File: src/sv/adc_boxcar_smoother_watchdog_core_macros.svh
// Assertion macros shared by the boxcar smoother and watchdog RTL.
`ifndef ADC_BOXCAR_SMOOTHER_WATCHDOG_CORE_MACROS_SVH
`define ADC_BOXCAR_SMOOTHER_WATCHDOG_CORE_MACROS_SVH
`ifndef SYNTHESIS
// Check a property on clk_i while out of reset.
`define BXW_ASSERT(lbl, prop, msg) \
  lbl: assert property (@(posedge clk_i) disable iff (!rst_ni) prop) else $error(msg);
// Check a property on clk_i, reset included.
`define BXW_ASSERT_RST(lbl, prop, msg) \
  lbl: assert property (@(posedge clk_i) prop) else $error(msg);
`else
`define BXW_ASSERT(lbl, prop, msg)
`define BXW_ASSERT_RST(lbl, prop, msg)
`endif
`endif

File: src/sv/bxw_pkg.sv
// Types, constants and helpers for the ADC boxcar smoother and watchdog.
`default_nettype none
package bxw_pkg;

  // Sizing
  localparam int SmoothDepth = 16;
  localparam int FastDepth   = 4;
  localparam int NumChannels = 4;
  localparam int SampleBits  = 12;

  localparam int InChannels  = 4;
  localparam int FieldBits   = 12;
  localparam int OutBits     = 12;
  localparam int WideBits    = 32;

  // Floor of log2, evaluated at elaboration only
  function automatic int floor_log2(input int v);
    int s;
    int x;
    s = 0;
    x = v;
    while (x > 1) begin
      x = x >> 1;
      s = s + 1;
    end
    return s;
  endfunction

  localparam int SmoothShift = floor_log2(SmoothDepth);
  localparam int FastShift   = floor_log2(FastDepth);
  localparam int SmoothSumW  = SampleBits + $clog2(SmoothDepth);
  localparam int FastSumW    = SampleBits + $clog2(FastDepth);

  typedef logic [SampleBits-1:0] sample_t;
  typedef logic [OutBits-1:0]    avg_t;

  // Register map
  localparam int RegIdxW = 3;
  localparam int AddrW   = RegIdxW + 2;
  localparam logic [RegIdxW-1:0] RegChannelMask   = 3'd0;
  localparam logic [RegIdxW-1:0] RegFastEnable    = 3'd1;
  localparam logic [RegIdxW-1:0] RegFastChannel   = 3'd2;
  localparam logic [RegIdxW-1:0] RegTickDivide    = 3'd3;
  localparam logic [RegIdxW-1:0] RegWatchdogEn    = 3'd4;
  localparam logic [RegIdxW-1:0] RegWdLimit       = 3'd5;

  // Register reset values
  localparam logic [3:0]  RstChannelMask = 4'd15;
  localparam logic        RstFastEnable  = 1'b0;
  localparam logic [1:0]  RstFastChannel = 2'd0;
  localparam logic [7:0]  RstTickDivide  = 8'd5;
  localparam logic        RstWatchdogEn  = 1'b1;
  localparam logic [15:0] RstWdLimit     = 16'd500;

  typedef struct packed {
    logic [3:0]  channel_mask;
    logic        fast_enable;
    logic [1:0]  fast_channel;
    logic [7:0]  tick_divide;
    logic        watchdog_enable;
    logic [15:0] wd_limit;
  } cfg_t;

  typedef struct packed {
    logic [11:0] sample_ch0;
    logic [11:0] sample_ch1;
    logic [11:0] sample_ch2;
    logic [11:0] sample_ch3;
    logic        wd_toggle_bit;
  } in_t;

  typedef struct packed {
    logic [11:0] avg_ch0;
    logic [11:0] avg_ch1;
    logic [11:0] avg_ch2;
    logic [11:0] avg_ch3;
    logic [11:0] avg_fast;
    logic        control_tick;
    logic        wd_expired;
  } out_t;

  // Tick and watchdog status toward the top level
  typedef struct packed {
    logic tick;
    logic expired_d;
    logic expired_q;
  } wd_status_t;

  // Keep the low SampleBits of a raw input field
  function automatic sample_t to_sample(input logic [FieldBits-1:0] raw);
    logic [WideBits-1:0] w;
    w = WideBits'(raw);
    return w[SampleBits-1:0];
  endfunction

endpackage
`default_nettype wire

File: src/sv/bxw_cell.sv
// One ring cell: holds a sample and takes its neighbor's value on advance.
`default_nettype none
module bxw_cell (
  input  wire logic            clk_i,
  input  wire logic            rst_ni,
  input  wire logic            shift_i,
  input  wire bxw_pkg::sample_t d_i,
  output bxw_pkg::sample_t     q_o
);

  bxw_pkg::sample_t val_q;

  // Load the neighbor's sample on advance, clear at reset
  always_ff @(posedge clk_i or negedge rst_ni) begin
    if (!rst_ni) begin
      val_q <= '0;
    end else if (shift_i) begin
      val_q <= d_i;
    end
  end

  assign q_o = val_q;

endmodule
`default_nettype wire

File: src/sv/bxw_lane.sv
// Channel smoothing ring: a rotating chain of cells plus its running sum.
`default_nettype none
module bxw_lane (
  input  wire logic             clk_i,
  input  wire logic             rst_ni,
  input  wire logic             adv_i,
  input  wire logic             wr_i,
  input  wire bxw_pkg::sample_t sample_i,
  output bxw_pkg::avg_t         avg_o
);

  bxw_pkg::sample_t cell_q [bxw_pkg::SmoothDepth];
  bxw_pkg::sample_t head;
  bxw_pkg::sample_t fresh;
  logic [bxw_pkg::SmoothSumW-1:0] sum_q, sum_d;
  logic [bxw_pkg::WideBits-1:0]   avg_w;

  // The head cell is the slot at the current ring position
  assign head  = cell_q[0];
  assign fresh = wr_i ? sample_i : head;

  // Rotate the chain: each cell takes its neighbor, the tail takes the new slot value
  for (genvar i = 0; i < bxw_pkg::SmoothDepth; i++) begin : g_cell
    if (i == bxw_pkg::SmoothDepth - 1) begin : g_tail
      bxw_cell u_cell (
        .clk_i  (clk_i),
        .rst_ni (rst_ni),
        .shift_i(adv_i),
        .d_i    (fresh),
        .q_o    (cell_q[i])
      );
    end else begin : g_body
      bxw_cell u_cell (
        .clk_i  (clk_i),
        .rst_ni (rst_ni),
        .shift_i(adv_i),
        .d_i    (cell_q[i+1]),
        .q_o    (cell_q[i])
      );
    end
  end

  // Swap the oldest sample for the new one in the running sum
  always_comb begin
    sum_d = sum_q;
    if (adv_i && wr_i) begin
      sum_d = sum_q - bxw_pkg::SmoothSumW'(head) + bxw_pkg::SmoothSumW'(sample_i);
    end
  end

  always_ff @(posedge clk_i or negedge rst_ni) begin
    if (!rst_ni) begin
      sum_q <= '0;
    end else begin
      sum_q <= sum_d;
    end
  end

  // Average after this frame's write
  assign avg_w = bxw_pkg::WideBits'(sum_d >> bxw_pkg::SmoothShift);
  assign avg_o = avg_w[bxw_pkg::OutBits-1:0];

endmodule
`default_nettype wire

File: src/sv/bxw_fast_lane.sv
// Fast smoothing ring: a short rotating chain of cells plus its running sum.
`default_nettype none
module bxw_fast_lane (
  input  wire logic             clk_i,
  input  wire logic             rst_ni,
  input  wire logic             adv_i,
  input  wire logic             wr_i,
  input  wire bxw_pkg::sample_t sample_i,
  output bxw_pkg::avg_t         avg_o
);

  bxw_pkg::sample_t cell_q [bxw_pkg::FastDepth];
  bxw_pkg::sample_t head;
  bxw_pkg::sample_t fresh;
  logic [bxw_pkg::FastSumW-1:0] sum_q, sum_d;
  logic [bxw_pkg::WideBits-1:0] avg_w;

  assign head  = cell_q[0];
  assign fresh = wr_i ? sample_i : head;

  // Rotate the chain on every accepted frame
  for (genvar i = 0; i < bxw_pkg::FastDepth; i++) begin : g_cell
    if (i == bxw_pkg::FastDepth - 1) begin : g_tail
      bxw_cell u_cell (
        .clk_i  (clk_i),
        .rst_ni (rst_ni),
        .shift_i(adv_i),
        .d_i    (fresh),
        .q_o    (cell_q[i])
      );
    end else begin : g_body
      bxw_cell u_cell (
        .clk_i  (clk_i),
        .rst_ni (rst_ni),
        .shift_i(adv_i),
        .d_i    (cell_q[i+1]),
        .q_o    (cell_q[i])
      );
    end
  end

  // Swap the oldest sample for the new one in the running sum
  always_comb begin
    sum_d = sum_q;
    if (adv_i && wr_i) begin
      sum_d = sum_q - bxw_pkg::FastSumW'(head) + bxw_pkg::FastSumW'(sample_i);
    end
  end

  always_ff @(posedge clk_i or negedge rst_ni) begin
    if (!rst_ni) begin
      sum_q <= '0;
    end else begin
      sum_q <= sum_d;
    end
  end

  assign avg_w = bxw_pkg::WideBits'(sum_d >> bxw_pkg::FastShift);
  assign avg_o = avg_w[bxw_pkg::OutBits-1:0];

endmodule
`default_nettype wire

File: src/sv/bxw_tick_wd.sv
// Frame divider for the control tick and the saturating host watchdog.
`default_nettype none
module bxw_tick_wd (
  input  wire logic          clk_i,
  input  wire logic          rst_ni,
  input  wire logic          adv_i,
  input  wire logic          toggle_i,
  input  wire bxw_pkg::cfg_t cfg_i,
  output bxw_pkg::wd_status_t st_o
);

  logic [7:0]  frame_q, frame_d, frame_inc;
  logic [15:0] cnt_q, cnt_d, cnt_inc;
  logic        last_q, last_d;
  logic        exp_q, exp_d;
  logic        tick;

  // Fire the tick once the count reaches the divide, or on wrap
  assign frame_inc = frame_q + 8'd1;
  assign tick      = (frame_inc >= cfg_i.tick_divide) || (frame_inc == 8'd0);

  // Saturate instead of wrapping
  assign cnt_inc = (cnt_q != 16'hFFFF) ? (cnt_q + 16'd1) : cnt_q;

  always_comb begin
    frame_d = frame_q;
    cnt_d   = cnt_q;
    last_d  = last_q;
    exp_d   = exp_q;
    if (adv_i) begin
      frame_d = tick ? 8'd0 : frame_inc;
      if (tick) begin
        last_d = toggle_i;
        if (cfg_i.watchdog_enable) begin
          cnt_d = cnt_inc;
          if (toggle_i != last_q) begin
            cnt_d = '0;
            exp_d = 1'b0;
          end else if (cnt_inc > cfg_i.wd_limit) begin
            exp_d = 1'b1;
          end
        end else begin
          cnt_d = '0;
          exp_d = 1'b0;
        end
      end
    end
  end

  always_ff @(posedge clk_i or negedge rst_ni) begin
    if (!rst_ni) begin
      frame_q <= '0;
      cnt_q   <= '0;
      last_q  <= 1'b0;
      exp_q   <= 1'b0;
    end else begin
      frame_q <= frame_d;
      cnt_q   <= cnt_d;
      last_q  <= last_d;
      exp_q   <= exp_d;
    end
  end

  assign st_o.tick      = tick;
  assign st_o.expired_d = exp_d;
  assign st_o.expired_q = exp_q;

endmodule
`default_nettype wire

File: src/sv/adc_boxcar_smoother_watchdog_core.sv
// Output: the result of an accepted frame is registered and shows in the cycle after it is taken.
// Throughput: one frame per cycle unless the output stalls; each ring is a chain of cells that
// rotates one step per frame, and the running sums take one subtract and one add per frame.
// Reset: asynchronous, clears every ring cell, sum, counter and the watchdog at
// once and loads the register defaults; no clearing pass follows.
`default_nettype none
`include "adc_boxcar_smoother_watchdog_core_macros.svh"
module adc_boxcar_smoother_watchdog_core (
  input  wire logic                        clk_i,
  input  wire logic                        rst_ni,
  // frame input
  input  wire logic                        in_valid_i,
  output logic                             in_stall_o,
  input  wire bxw_pkg::in_t                in_data_i,
  // result output
  output logic                             out_valid_o,
  input  wire logic                        out_stall_i,
  output bxw_pkg::out_t                    out_data_o,
  // register port
  input  wire logic                        psel,
  input  wire logic                        penable,
  input  wire logic                        pwrite,
  input  wire logic [bxw_pkg::AddrW-1:0]   paddr,
  input  wire logic [31:0]                 pwdata,
  output logic [31:0]                      prdata,
  output logic                             pready
);

  bxw_pkg::cfg_t       cfg_q;
  bxw_pkg::wd_status_t wd_st;
  bxw_pkg::sample_t    samples [bxw_pkg::InChannels];
  bxw_pkg::avg_t       avg     [bxw_pkg::InChannels];
  bxw_pkg::avg_t       avg_fast;
  bxw_pkg::out_t       out_q, out_d;
  logic                out_valid_q;
  logic                accept;
  logic                fast_wr;
  logic [bxw_pkg::RegIdxW-1:0] reg_idx;
  logic                cfg_write;

  // Register port
  assign pready    = 1'b1;
  assign reg_idx   = paddr[bxw_pkg::AddrW-1:2];
  assign cfg_write = psel && penable && pwrite && pready;

  always_ff @(posedge clk_i or negedge rst_ni) begin
    if (!rst_ni) begin
      cfg_q.channel_mask    <= bxw_pkg::RstChannelMask;
      cfg_q.fast_enable     <= bxw_pkg::RstFastEnable;
      cfg_q.fast_channel    <= bxw_pkg::RstFastChannel;
      cfg_q.tick_divide     <= bxw_pkg::RstTickDivide;
      cfg_q.watchdog_enable <= bxw_pkg::RstWatchdogEn;
      cfg_q.wd_limit        <= bxw_pkg::RstWdLimit;
    end else if (cfg_write) begin
      unique case (reg_idx)
        bxw_pkg::RegChannelMask: cfg_q.channel_mask    <= pwdata[3:0];
        bxw_pkg::RegFastEnable:  cfg_q.fast_enable     <= pwdata[0];
        bxw_pkg::RegFastChannel: cfg_q.fast_channel    <= pwdata[1:0];
        bxw_pkg::RegTickDivide:  cfg_q.tick_divide     <= pwdata[7:0];
        bxw_pkg::RegWatchdogEn:  cfg_q.watchdog_enable <= pwdata[0];
        bxw_pkg::RegWdLimit:     cfg_q.wd_limit        <= pwdata[15:0];
        default: ;
      endcase
    end
  end

  // Read back the addressed register
  always_comb begin
    unique case (reg_idx)
      bxw_pkg::RegChannelMask: prdata = 32'(cfg_q.channel_mask);
      bxw_pkg::RegFastEnable:  prdata = 32'(cfg_q.fast_enable);
      bxw_pkg::RegFastChannel: prdata = 32'(cfg_q.fast_channel);
      bxw_pkg::RegTickDivide:  prdata = 32'(cfg_q.tick_divide);
      bxw_pkg::RegWatchdogEn:  prdata = 32'(cfg_q.watchdog_enable);
      bxw_pkg::RegWdLimit:     prdata = 32'(cfg_q.wd_limit);
      default:                 prdata = '0;
    endcase
  end

  // Take a frame whenever the output register is free or being emptied
  assign in_stall_o = out_valid_q && out_stall_i;
  assign accept     = in_valid_i && !in_stall_o;

  assign samples[0] = bxw_pkg::to_sample(in_data_i.sample_ch0);
  assign samples[1] = bxw_pkg::to_sample(in_data_i.sample_ch1);
  assign samples[2] = bxw_pkg::to_sample(in_data_i.sample_ch2);
  assign samples[3] = bxw_pkg::to_sample(in_data_i.sample_ch3);

  // One smoothing ring per present channel; absent channels read as zero
  for (genvar c = 0; c < bxw_pkg::InChannels; c++) begin : g_lane
    if (c < bxw_pkg::NumChannels) begin : g_on
      bxw_lane u_lane (
        .clk_i   (clk_i),
        .rst_ni  (rst_ni),
        .adv_i   (accept),
        .wr_i    (cfg_q.channel_mask[c]),
        .sample_i(samples[c]),
        .avg_o   (avg[c])
      );
    end else begin : g_off
      assign avg[c] = '0;
    end
  end

  // Fast ring follows the selected channel when that channel exists
  assign fast_wr = cfg_q.fast_enable &&
                   (32'(cfg_q.fast_channel) < 32'(bxw_pkg::NumChannels));

  bxw_fast_lane u_fast (
    .clk_i   (clk_i),
    .rst_ni  (rst_ni),
    .adv_i   (accept),
    .wr_i    (fast_wr),
    .sample_i(samples[cfg_q.fast_channel]),
    .avg_o   (avg_fast)
  );

  bxw_tick_wd u_tick_wd (
    .clk_i   (clk_i),
    .rst_ni  (rst_ni),
    .adv_i   (accept),
    .toggle_i(in_data_i.wd_toggle_bit),
    .cfg_i   (cfg_q),
    .st_o    (wd_st)
  );

  // Assemble the result of the frame being accepted
  always_comb begin
    out_d.avg_ch0      = avg[0];
    out_d.avg_ch1      = avg[1];
    out_d.avg_ch2      = avg[2];
    out_d.avg_ch3      = avg[3];
    out_d.avg_fast     = avg_fast;
    out_d.control_tick = wd_st.tick;
    out_d.wd_expired   = wd_st.expired_d;
  end

  // Output register: load on accept, drop valid once the result transfers
  always_ff @(posedge clk_i or negedge rst_ni) begin
    if (!rst_ni) begin
      out_valid_q <= 1'b0;
    end else if (accept) begin
      out_valid_q <= 1'b1;
    end else if (!out_stall_i) begin
      out_valid_q <= 1'b0;
    end
  end

  always_ff @(posedge clk_i) begin
    if (accept) begin
      out_q <= out_d;
    end
  end

  assign out_valid_o = out_valid_q;
  assign out_data_o  = out_q;

  // Checks
  `BXW_ASSERT(a_accept_gives_result, accept |=> out_valid_o, "accepted frame produced no result")
  `BXW_ASSERT(a_expire_needs_tick, (accept && !wd_st.expired_q) |=> (!out_data_o.wd_expired || out_data_o.control_tick), "watchdog expired on a frame without a tick")
  `BXW_ASSERT_RST(a_reset_no_result, !rst_ni |-> !out_valid_o, "result valid during reset")

endmodule
`default_nettype wire
File: config.mk
export PLATFORM = sky130hd
export DESIGN_NAME = adc_boxcar_smoother_watchdog_core
export DESIGN_NICKNAME = d
export VERILOG_FILES = /design/src/sv/bxw_pkg.sv /design/src/sv/bxw_cell.sv /design/src/sv/bxw_lane.sv /design/src/sv/bxw_fast_lane.sv /design/src/sv/bxw_tick_wd.sv /design/src/sv/adc_boxcar_smoother_watchdog_core.sv
export VERILOG_INCLUDE_DIRS = /design/src /design/src/sv
export SDC_FILE = /design/constraint.sdc
export NUM_CORES = 2
export LEC_CHECK = 0
export ABC_AREA = 1
export BUFFER_PORTS_ARGS = -buffer_cell sky130_fd_sc_hd__buf_2
export CORE_UTILIZATION = 30
export DETAILED_ROUTE_END_ITERATION = 16
export HOLD_SLACK_MARGIN = 0.12
export PLACE_DENSITY_LB_ADDON = 0.08
export SYNTH_ARGS = -nofsm -noshare
export SYNTH_HDL_FRONTEND = slang
export SYNTH_SLANG_ARGS = --single-unit
File: constraint.sdc
create_clock -name clk_i -period 4.2 [get_ports clk_i]
set_clock_uncertainty 0.1 [all_clocks]
set_input_delay 0.84 -clock clk_i [delete_from_list [all_inputs] [get_ports clk_i]]
set_output_delay 0.84 -clock clk_i [all_outputs]
set_load 0.1 [all_outputs]
==> impl_results.md <==
- Leak pwr: 27.6 nW
- Total power: 37.3 mW
- Setup_tns: 0 ns
- Tot GR Track Use: 0.153
- CP Launch Type: register
- Drt pass-1 iters: 5
- Status: completed
- Post-synthesis compound-gate area fraction: 0.0662
- Die Y: 391 µm
- Synth cell count leaders: 2538 x nand2_1, 940 x dfrtp_1, 434 x inv_1
- Fin crit period: 3.69 ns
- Routed wire length: 115 mm
- Yosys warning total: 0
- Critical path required time: 4.59 ns
- Global-route wire length before repair: 186 mm
- CTS tree: yes
- Synthesis-stage register bit count: 1015
- Largest family of logic cells by synthesized area: simple AND/OR/NAND/NOR gates
- Sequential element share of the synthesized area: 0.567
- CTS Root Cell: clkbuf_16
- Io pins: 190
- Routed len/inst: 15.3 µm
- Crit Path Max Fanout: 8
- Share of cells above drive strength 1: 0.0866
- Via count: 32900
- WP data arrival: 4.08 ns
- Fill cells: 15900
- Core box area: 150000 µm²
- # setup viols final: 0
- Yosys top cell by area: dfrtp_1
- Critical path type: reg2reg
- Synth Area in XOR/XNOR: 0.00885
- Grt ovf: 0
- Hold WC Path Type: in2reg
- Synth Area in Simple Gates: 0.241
- H-tree Lvls: 3
- Placed Cells: 7315
- Non-Filler Instances: 7536
- DRT iter0 DRCs: 1854
- Antenna violations before repair: 5
- Vias per std cell: 4.37
- Clock Latency Late Sink: 0.76 ns
- Port Buffers: 154
- Post-CTS Setup Bufs: 0
- Die area: 153000 µm²
- Setup ws final: 0.510 ns
- # rows: 142
- # DRC: 0
- Min Hold Slack: 0.210 ns
- Pwr/cell area: 710 nW/µm²
- Worst Tran Pin Value: 1.02 ns
- Post-Place Worst Slack: 0.192 ns
- Max capacitance violation total: 0
- Top_reg_cell synth: dfrtp_1
- Ratio of final minimum period to clock period: 0.879
- RSZ-0062 raised after global routing: no
- Syn Area/Cell: 8.58 µm²
- Ys async rst share: 0.939
- Die width: 391 µm
- Clock Tree Buf Depth: 3
- Max VDD drop: 0.000345 V
- Post-synth EDFFs: 62
- Setup crit end kind: register
- Peak Freq: 271 MHz
- Final #Nets: 5677
- Top-count cell post-synth: nand2_1
- Initial Utilization: 0.303
- Post-Synth Adder-Cell Area: 0.0551
- Unique masters post-synth: 57
- Routed Antenna Nets: 0
- Largest net degree at the start of global routing: 146
- Top post-synthesis cells by area: dfrtp_1 52%, nand2_1 21%, edfxtp_1 4.1%, o21ai_0 3.8%, inv_1 3.6%
- Proportion of synthesized area in mux cells: 0
- Post-cts sizing count: 0
- CTS sink count: 1015
- Routability cong.: 0.840
- Final hold violation count: 0
- Area share of the largest cell type after synthesis: 0.518
- Area Overhead vs Synth: 15.7%
- Max_slew headroom: 0.313
- CTS clk-pin slew, worst paths: 0.07 ns
- Number of global-route vias before repair: 32800
- Slew Limit Fails: 0
- Cts bufs inserted: 118
- Cell count after synthesis: 5289
- Synthesized area: 45400 µm²
- DP HPWL: 76.3 mm
power by group:
group	switching [mW]	internal [mW]
Sequential	1.45	12.5
Combinational	8.57	4.32
Clock	4.35	6.08
Total	14.4	22.9
path summary, 6_finish.rpt:
kind	slack (ns)	endpoint	startpoint	cells past startpoint
max in group asynchronous	2.31	asynchronous set/reset pin	rst_ni	3
worst min register to register	0.31	register	register	2
worst min-delay path	0.21	cfg_q[9]	pwdata[9]	3
min in group asynchronous	0.61	g_lane[1].g_on.u_lane.sum_q[14]	rst_ni	2
worst max-delay path	0.51	out_data_o[9]	cfg_q[26]	15
worst max register to register	0.51	out_data_o[9]	cfg_q[26]	15
kinds of logic (layout without fill, tap and decap cells):
group | count (synthesis) | count (layout)
flip-flops | 1015 | 1015
XOR/XNOR | 45 | 45
other | 2 | 18
adder cells (fa/ha/maj) | 164 | 164
AO/OA/AOI/OAI | 562 | 562
buffers and inverters | 685 | 900
AND/OR/NAND/NOR | 2816 | 2816
routing by layer:
metal  up-vias  GRT usage  share of wire  routed length, µm
met5         -          0              0                  0
li1      16600          -              -                  -
met3       148     0.0231          0.033               3790
met4         0     0.0418          0.020               2350
met1     15800      0.222           0.50              57800
met2       377      0.236           0.44              51200
final cells by class:
class / instances / area (µm²) / share of cell area
sequential: 1015 / 25700 / 0.490
multi-input combinational: 3604 / 16900 / 0.322
clock buffer: 186 / 3520 / 0.0670
tap: 2016 / 2520 / 0.0480
inverter: 446 / 1690 / 0.0322
timing repair buffer: 235 / 1690 / 0.0322
clock inverter: 33 / 467 / 0.00889
antenna: 1 / 2.50 / 0.0000476
timing repair:
item,in CTS,in global routing
hold endpoints to repair,49,0
setup endpoints to repair,0,0
hold buffers,1,0
stage by stage:
| step | instance area, µm² | util |
|---|---|---|
| finish | 52500 | 0.350 |
| floorplan | 45400 | - |
| global placement | 48500 | 0.324 |
| global route | 52500 | 0.350 |
| detailed placement | 48500 | 0.324 |
| CTS | 52500 | 0.350 |
cell usage in the layout (no fill, tap or decap), types with 6 or more instances in the layout:
| cell type | n |
|---|---|
| a21o_1 | 13 |
| a21oi_1 | 131 |
| a31oi_1 | 16 |
| buf_12 | 24 |
| buf_2 | 153 |
| buf_4 | 56 |
| clkbuf_1 | 38 |
| clkbuf_16 | 119 |
| clkbuf_8 | 29 |
| clkinv_16 | 6 |
| clkinv_2 | 14 |
| conb_1 | 17 |
| dfrtp_1 | 939 |
| dfstp_2 | 13 |
| edfxtp_1 | 62 |
| fa_1 | 60 |
| ha_1 | 104 |
| inv_1 | 434 |
| inv_2 | 9 |
| nand2_1 | 2538 |
| nand3_1 | 97 |
| nand3b_1 | 8 |
| nand4_1 | 14 |
| nor2_1 | 115 |
| nor3_1 | 12 |
| o21a_1 | 7 |
| o21ai_0 | 341 |
| o21ai_1 | 15 |
| o21ai_2 | 15 |
| or2_2 | 7 |
| xnor2_1 | 21 |
| xor2_1 | 23 |
flip-flops by register name, indices dropped and copies added (netlist names):
register and flops:
fast_wr 1, u_tick_wd.last_q 1, out_valid_o 1, u_tick_wd.cnt_q 16, g_lane.g_on.u_lane.g_cell.g_tail.u_cell.q_o 48, cfg_q 31
g_lane.g_on.u_lane.sum_q 64, u_tick_wd.frame_q 8, u_fast.g_cell.g_tail.u_cell.q_o 12, u_fast.g_cell.g_body.u_cell.q_o 36, out_data_o 62, u_tick_wd.exp_q 1
u_fast.sum_q 14, g_lane.g_on.u_lane.g_cell.g_body.u_cell.q_o 720
critical path, cell delays in order (launching register included):
cell and delay [ns]:
dfrtp_1 0.38, inv_1 0.37, buf_4 0.23, a21oi_1 0.04, o21ai_0 0.10, buf_4 0.17
nand2_1 0.08, fa_1 0.50, inv_1 0.05, ha_1 0.35, a21oi_1 0.28, o21ai_0 0.18
a21o_1 0.22, or2_0 0.20, nand3_1 0.07, o21ai_1 0.08
Note: power is estimated with default switching activity, not from simulation.
